### config.mk
export PLATFORM = sky130hd
export DESIGN_NAME = sem_ctrl
export DESIGN_NICKNAME = d
export VERILOG_FILES = /design/src/sem_pkg.sv /design/src/sem_ctrl.sv
export SDC_FILE = /design/constraint.sdc
export NUM_CORES = 1
export LEC_CHECK = 0
export ABC_AREA = 1
export BUFFER_PORTS_ARGS = -buffer_cell sky130_fd_sc_hd__buf_4
export CELL_PAD_IN_SITES_DETAIL_PLACEMENT = 1
export CELL_PAD_IN_SITES_GLOBAL_PLACEMENT = 1
export CORE_AREA = 8 8 45 47
export DETAILED_ROUTE_END_ITERATION = 7
export DIE_AREA = 0 0 53 55
export PLACE_DENSITY = 0.69
export SYNTH_ARGS = -nofsm -noshare
export SYNTH_HDL_FRONTEND = slang
export SYNTH_SLANG_ARGS = --single-unit
### constraint.sdc
create_clock -name clk -period 1.6 [get_ports clk]
set_input_delay 0.16 -clock clk [delete_from_list [all_inputs] [get_ports clk]]
set_output_delay 0.16 -clock clk [all_outputs]
set_load 0.005 [all_outputs]
### src/sem_pkg.sv
`timescale 1ns / 1ps
package sem_pkg;
    localparam int MAX_WIDTH   = 2048;
    localparam int MAX_HEIGHT  = 2048;
    localparam int CNT_W       = 12;
    localparam int COL_AW      = $clog2(MAX_WIDTH);
    localparam int COORD_W     = 11;
    localparam int MAG_W       = 11;
    localparam int SQ_W        = 22;
    localparam int SQRT_STEPS  = SQ_W / 2;
    localparam int CFG_IDX_W   = 1;
    localparam int CFG_DATA_W  = 12;
    localparam logic [CFG_IDX_W-1:0] REG_WIDTH  = 1'b0;
    localparam logic [CFG_IDX_W-1:0] REG_HEIGHT = 1'b1;
    localparam logic [CNT_W-1:0] WIDTH_RESET  = 12'd640;
    localparam logic [CNT_W-1:0] HEIGHT_RESET = 12'd480;

    typedef enum logic [2:0] {
        ST_IDLE,
        ST_READ,
        ST_SHIFT,
        ST_SQUARE,
        ST_ROOT,
        ST_OUT
    } state_t;

    typedef struct packed {
        logic load;
        logic read;
        logic shift;
        logic square;
        logic root_start;
        logic root_step;
        logic capture;
    } cmd_t;

    typedef struct packed {
        logic emit;
        logic root_done;
    } status_t;

    typedef struct packed {
        logic [COORD_W-1:0] center_x;
        logic [COORD_W-1:0] center_y;
        logic [MAG_W-1:0]   magnitude;
        logic               frame_last;
    } result_t;
endpackage

### src/sem_ctrl.sv
`timescale 1ns / 1ps
module sem_ctrl (
    input  logic              clk,
    input  logic              rst_n,
    input  logic              in_valid,
    output logic              in_ready,
    output logic              out_valid,
    input  logic              out_ready,
    input  sem_pkg::status_t  status,
    output sem_pkg::cmd_t     cmd
);
    sem_pkg::state_t state_reg, state_next;
    logic full_reg, full_next;

    always_ff @(posedge clk or negedge rst_n)
    begin
        if (!rst_n)
        begin
            state_reg <= sem_pkg::ST_IDLE;
            full_reg  <= 1'b0;
        end
        else
        begin
            state_reg <= state_next;
            full_reg  <= full_next;
        end
    end

    always_comb
    begin
        state_next = state_reg;
        cmd        = '0;
        in_ready   = 1'b0;
        out_valid  = full_reg;
        // drop the held result once it is taken
        full_next  = full_reg && !out_ready;
        unique case (state_reg)
            sem_pkg::ST_IDLE:
            begin
                in_ready = 1'b1;
                if (in_valid)
                begin
                    cmd.load   = 1'b1;
                    state_next = sem_pkg::ST_READ;
                end
            end
            sem_pkg::ST_READ:
            begin
                cmd.read   = 1'b1;
                state_next = sem_pkg::ST_SHIFT;
            end
            sem_pkg::ST_SHIFT:
            begin
                cmd.shift  = 1'b1;
                state_next = status.emit ? sem_pkg::ST_SQUARE : sem_pkg::ST_IDLE;
            end
            sem_pkg::ST_SQUARE:
            begin
                cmd.square     = 1'b1;
                cmd.root_start = 1'b1;
                state_next     = sem_pkg::ST_ROOT;
            end
            sem_pkg::ST_ROOT:
            begin
                cmd.root_step = 1'b1;
                if (status.root_done)
                begin
                    state_next = sem_pkg::ST_OUT;
                end
            end
            sem_pkg::ST_OUT:
            begin
                // hold until the output register is free
                if (!full_reg || out_ready)
                begin
                    cmd.capture = 1'b1;
                    full_next   = 1'b1;
                    state_next  = sem_pkg::ST_IDLE;
                end
            end
            default:
            begin
                state_next = sem_pkg::ST_IDLE;
            end
        endcase
    end

    assert property (@(posedge clk) disable iff (!rst_n)
        (full_reg && !out_ready) |=> full_reg)
        else $error("result dropped while stalled");
    assert property (@(posedge clk) disable iff (!rst_n)
        (state_reg == sem_pkg::ST_OUT && full_reg && !out_ready)
        |=> state_reg == sem_pkg::ST_OUT)
        else $error("held result overwritten");
    assert property (@(posedge clk) disable iff (!rst_n)
        (state_reg == sem_pkg::ST_SHIFT && !status.emit) |=> state_reg == sem_pkg::ST_IDLE)
        else $error("no-result item did not retire");
endmodule

==> flow_metrics.env, run 1 <==
export IMPL_numCtsBuffers=3
export IMPL_antenna_found_initial=0
export IMPL_grt_pass1_wl_um=1320
export IMPL_root_buffer="clkbuf_4"
export IMPL_drtPass1Iterations=2
export IMPL_placed_area_um2=390
export IMPL_largest_register_ffs=3
export IMPL_fin_hold_ws_ps=245
export IMPL_fmax_mhz=761
export IMPL_start_util_pct=19.7
export IMPL_dp_slack_ps=494
export IMPL_syn_nets=46
export IMPL_slew_viol_final=0
export IMPL_critPathLaunchType="flop"
export IMPL_clkSlewWorstSetupHoldPaths_ps=40
export IMPL_critPathTopFamily="flip-flops"
export IMPL_cts_sinks=4
export IMPL_crit_required_ps=1440
export IMPL_crit_fanout=5
export IMPL_final_nets=65
export IMPL_htreeDepth=1
export IMPL_clk_latency_ps=230
export IMPL_period_share_pct=82.1
export IMPL_wl_per_cell_um=10.7
export IMPL_drt_iter0_markers=9
export IMPL_max_slew_margin_pct=85.6
export IMPL_power_density_nw_per_um2=1780
export IMPL_r2r_slack_ps=480
export IMPL_final_hold_viol_count=0
export IMPL_die_area_um2=2920
export IMPL_drive_gt1_share_pct=47.4
export IMPL_die_w_um=53
export IMPL_synth_area_leaders="dfrtp_1 37%, inv_1 12%, nor2_2 9.2%"
export IMPL_grt_total_usage_pct=6.03
export IMPL_final_util_pct=30.6
export IMPL_ys_types=14
export IMPL_grt_setup_unrepaired="false"
export IMPL_ys_warn_count=0
export IMPL_overflow=0
export IMPL_maxCapViolations=0
export IMPL_ctsResizeCount=0
export IMPL_cts_tree="done"
export IMPL_gp_congestion=0.648
export IMPL_syn_inst=40
export IMPL_num_rows=14
export IMPL_coreArea_um2=1380
export IMPL_worstPathArrival_ps=1150
export IMPL_crit_type="flop to primary output"
export IMPL_p_leak_nw=0.256
export IMPL_synthToLayoutAreaGrowth_pct=55.0
export IMPL_path_cells="nor2_2 > nand2_2 > nor2_1 > buf_4"
export IMPL_yosys_area_top_type="dfrtp_1"
export IMPL_synth_seq_cells=4
export IMPL_io_buffers=14
export IMPL_worst_pin_slew_ps=216
export IMPL_ir_drop_uv=377
export IMPL_drc=0
export IMPL_min_path_type="input port to flop"
export IMPL_cp_num_cells=4
export IMPL_finalSetupViolCount=0
export IMPL_final_area_um2=423
export IMPL_cpPeakStageDelay_ps=420
export IMPL_synth_seq_area_share_pct=36.7
export IMPL_critPathBufInv=1
export IMPL_stdcell_count=73
export IMPL_drtAntennaViolNets=0
export IMPL_status="completed"
export IMPL_dp_cells=69
export IMPL_syn_mean_instance_area_um2=6.82
export IMPL_dieHeight_um=55
export IMPL_yosysTopAreaCellShare_pct=36.7
export IMPL_io_pin_count=15
export IMPL_route_vias_total=301
export IMPL_grt_max_degree=7
export IMPL_hpwlAfterDp_um=650
export IMPL_netlist_area_um2=273
export IMPL_routed_via_density=4.12
export IMPL_critPathSlowestCell="dfrtp_1"
export IMPL_wirelength_um=784
export IMPL_finalSetupTns_ps=0
export IMPL_cts_buffer_depth=2
export IMPL_setup_slack_ps=287
export IMPL_diodes=0
export IMPL_total_power_mw=0.754
export IMPL_reg2regPathDepth=6
export IMPL_endpoint_kind="primary output"
export IMPL_hold_depth=4
export IMPL_period_needed_ps=1310
export IMPL_skew_ps=0.328
export IMPL_grt_pass1_vias=330
## power by group
part	switching, mW	internal, mW
sequential	0.0680	0.148
combinational	0.215	0.201
clock	0.0380	0.0837
total	0.321	0.433
## worst register-to-register path, delay by kind of cell (launching register included)
family | cells | cell delay (ps)
flip-flops | 1 | 420
AND/OR/NAND/NOR | 6 | 590
## cells in the mapped netlist
cell	number
nand2_1	6
nor3_1	1
o21ai_0	1
inv_2	2
nand3_2	1
nor2_1	3
nand4_1	1
a21oi_1	1
dfrtp_1	4
nand3_1	3
nor2_2	4
inv_1	9
buf_4	1
nand2_2	3
## per-layer routing
layer  vias to the layer above  routed length, µm  global-route usage (%)
met1                       143                296                    5.51
met4                         0                  0                    5.17
met5                         -                  0                       0
li1                        153                  -                       -
met2                         5                472                    11.5
met3                         0                 15                   0.802
## timing repair
item                                    CTS  global route
endpoints found under the hold margin     4             0
endpoints found under the setup margin    0             0
setup buffers                             0             0
hold buffers                              1             0
## worst paths after layout
| path | from | endpoint |
|---|---|---|
| worst max-delay path | state_reg[1] | cmd[6] |
| worst min-delay path | out_ready | out_valid |
| worst max register to register | state_reg[1] | state_reg[2] |
| worst min register to register | out_valid | out_valid |
| max in group asynchronous | rst_n | state_reg[0] |
| min in group asynchronous | rst_n | state_reg[2] |
## cells by family after synthesis
group / Yosys count / share of synthesized area, %
compound gates: 2 / 3.67
buf+inv: 12 / 17.9
flops: 4 / 36.7
simple gates: 22 / 41.7
## cell type report
cell class                      instances  area [µm²]
Sequential cell                         4         100
Clock buffer                            3        22.5
Tap cell                               16        20.0
Fill cell                             178         961
Inverter                               11        41.3
Multi-Input combinational cell         24         124
Timing Repair Buffer                   15         115
## layout by cell type, fill, tap and decap left out
| cell | n |
|---|---|
| buf_4 | 14 |
| inv_1 | 9 |
| nand2_1 | 6 |
| nor2_2 | 4 |
| dfrtp_1 | 4 |
| nor2_1 | 3 |
| nand2_2 | 3 |
| nand3_1 | 3 |
| clkbuf_4 | 3 |
| inv_2 | 2 |
| nor3_1 | 1 |
| nand3_2 | 1 |
| a21oi_1 | 1 |
| nand4_1 | 1 |
| o21ai_0 | 1 |
| dlygate4sd3_1 | 1 |
No activity file was read; power rests on OpenSTA's default activity.
==> run 2, diff against run 1 <==
Clock period 1.6 ns to 1.21 ns, I/O delays scaled along.
==> run 2 against run 1 <==
Net effect:
- critical path depth unchanged
- sequential cell count unchanged
- first-iteration DRC count decreased by 67%
- sequential power increased by 49%
- design area increased by 10%
- sequential share of layout area decreased by 1.4 points
- core utilization increased by 3.1 points
- global-route usage increased by 0.055 points
- the run now ends with negative setup slack left
- clock power increased by 39%
- clock-buffer cell count unchanged
- via count decreased by 0.33%
==> flow_metrics.env, run 2 (synthesized netlist as in run 1, its figures left out) <==
export IMPL_gp_congestion=0.683
export IMPL_min_path_type="input port to flop"
export IMPL_drc=0
export IMPL_io_buffers=14
export IMPL_drtAntennaViolNets=0
export IMPL_htreeDepth=1
export IMPL_p_leak_nw=0.261
export IMPL_diodes=0
export IMPL_fin_hold_ws_ps=201
export IMPL_stdcell_count=75
export IMPL_r2r_end="state_reg[0]"
export IMPL_max_slew_margin_pct=87.3
export IMPL_status="finished, violations left"
export IMPL_start_util_pct=19.7
export IMPL_grt_setup_unrepaired="true"
export IMPL_final_hold_viol_count=0
export IMPL_skew_ps=3.24
export IMPL_hold_path_endpoint="state_reg[2]"
export IMPL_cts_sinks=4
export IMPL_final_common_cell="buf_4"
export IMPL_num_rows=14
export IMPL_crit_fanout=5
export IMPL_synthToLayoutAreaGrowth_pct=70.6
export IMPL_slew_viol_final=0
export IMPL_endpoint_kind="primary output"
export IMPL_grt_pass1_vias=319
export IMPL_clkSlewWorstSetupHoldPaths_ps=40
export IMPL_clk_latency_ps=240
export IMPL_period_needed_ps=1240
export IMPL_drtPass1Iterations=4
export IMPL_critPathTopFamily="flip-flops"
export IMPL_wl_per_cell_um=11.0
export IMPL_crit_required_ps=1090
export IMPL_drt_iter0_markers=3
export IMPL_dieHeight_um=55
export IMPL_r2r_start="state_reg[1]"
export IMPL_worstPathArrival_ps=1120
export IMPL_critPathSlowestCell="dfrtp_2"
export IMPL_crit_type="flop to primary output"
export IMPL_die_w_um=53
export IMPL_root_buffer="clkbuf_4"
export IMPL_dp_cells=69
export IMPL_routed_via_density=4.00
export IMPL_hpwlAfterDp_um=651
export IMPL_r2r_slack_ps=90
export IMPL_worst_pin_slew_ps=189
export IMPL_maxCapViolations=0
export IMPL_grt_total_usage_pct=6.08
export IMPL_route_vias_total=300
export IMPL_wirelength_um=822
export IMPL_cpPeakStageDelay_ps=450
export IMPL_cts_buffer_depth=2
export IMPL_coreArea_um2=1380
export IMPL_layout_common_cells="14 x buf_4, 6 x inv_1, 6 x nand2_1"
export IMPL_numCtsBuffers=3
export IMPL_cts_tree="done"
export IMPL_finalSetupTns_ps=-30.4
export IMPL_dp_slack_ps=104
export IMPL_setup_slack_ps=-30.4
export IMPL_fmax_mhz=806
export IMPL_hold_depth=4
export IMPL_finalSetupViolCount=1
export IMPL_die_area_um2=2920
export IMPL_hp_start="status[0]"
export IMPL_final_nets=67
export IMPL_grt_pass1_wl_um=1240
export IMPL_drive_gt1_share_pct=61.0
export IMPL_antenna_found_initial=0
export IMPL_grt_max_degree=7
export IMPL_power_density_nw_per_um2=2490
export IMPL_path_cells="nor2_4 > nand2_2 > nor2_1 > buf_4"
export IMPL_ir_drop_uv=578
export IMPL_largest_register_ffs=3
export IMPL_period_share_pct=103
export IMPL_critPathLaunchType="flop"
export IMPL_io_pin_count=15
export IMPL_reg2regPathDepth=7
export IMPL_overflow=0
export IMPL_critPathBufInv=1
export IMPL_failed_checks="negative setup slack"
## run 2: area by class of cell
cell class	count	area [µm²]
fill	181	918
sequential	4	104
tap	16	20.0
inverter	11	41.3
clock buffer	3	22.5
multi-input combinational	24	140
timing repair buffer	17	138
## run 2: through the flow
step	util (%)	power (mW)	instance area [µm²]
after floorplan	-	0.585	273
after global placement	28.2	0.832	390
after detailed placement	28.2	0.848	390
after CTS	31.5	1.07	435
after global routing	33.6	1.25	465
final	33.6	1.16	465
## run 2: repair_timing
| item | 4_1_cts | 5_1_grt |
|---|---|---|
| pin swaps | 1 | 2 |
| hold buffers | 1 | 0 |
| setup buffers | 0 | 2 |
| endpoints found under the hold margin | 4 | 0 |
| resized for setup | 6 | 5 |
| setup endpoints to repair | 7 | 7 |
## run 2: worst min-delay path: cells and delay by family
family                 cells  cell delay, ps
buffers and inverters      1              80
AND/OR/NAND/NOR            3             200
## run 2: worst max-delay path by stage
| stage | from | endpoint | slack (ps) | cells past startpoint |
|---|---|---|---|---|
| after floorplan | state_reg[1] | state_reg[2] | 200 | 6 |
| after global placement | state_reg[1] | state_reg[0] | 130 | 6 |
| after detailed placement | state_reg[1] | state_reg[0] | 100 | 6 |
| after CTS | state_reg[0] | cmd[6] | -40 | 4 |
| after global routing | state_reg[1] | cmd[6] | -70 | 4 |
| final | state_reg[1] | cmd[6] | -30 | 4 |
## run 2: routing by layer
layer / GRT usage, % / share of wire (%) / vias up
met3: 1.87 / 3.3 / 2
met5: 0 / 0 / -
met4: 7.76 / 2.2 / 0
met2: 11.1 / 58 / 7
li1: - / - / 156
met1: 4.44 / 37 / 135
## run 2: report_power, final
| part | switching [mW] | internal (mW) |
|---|---|---|
| logic | 0.313 | 0.354 |
| registers | 0.117 | 0.205 |
| clock network | 0.0591 | 0.111 |
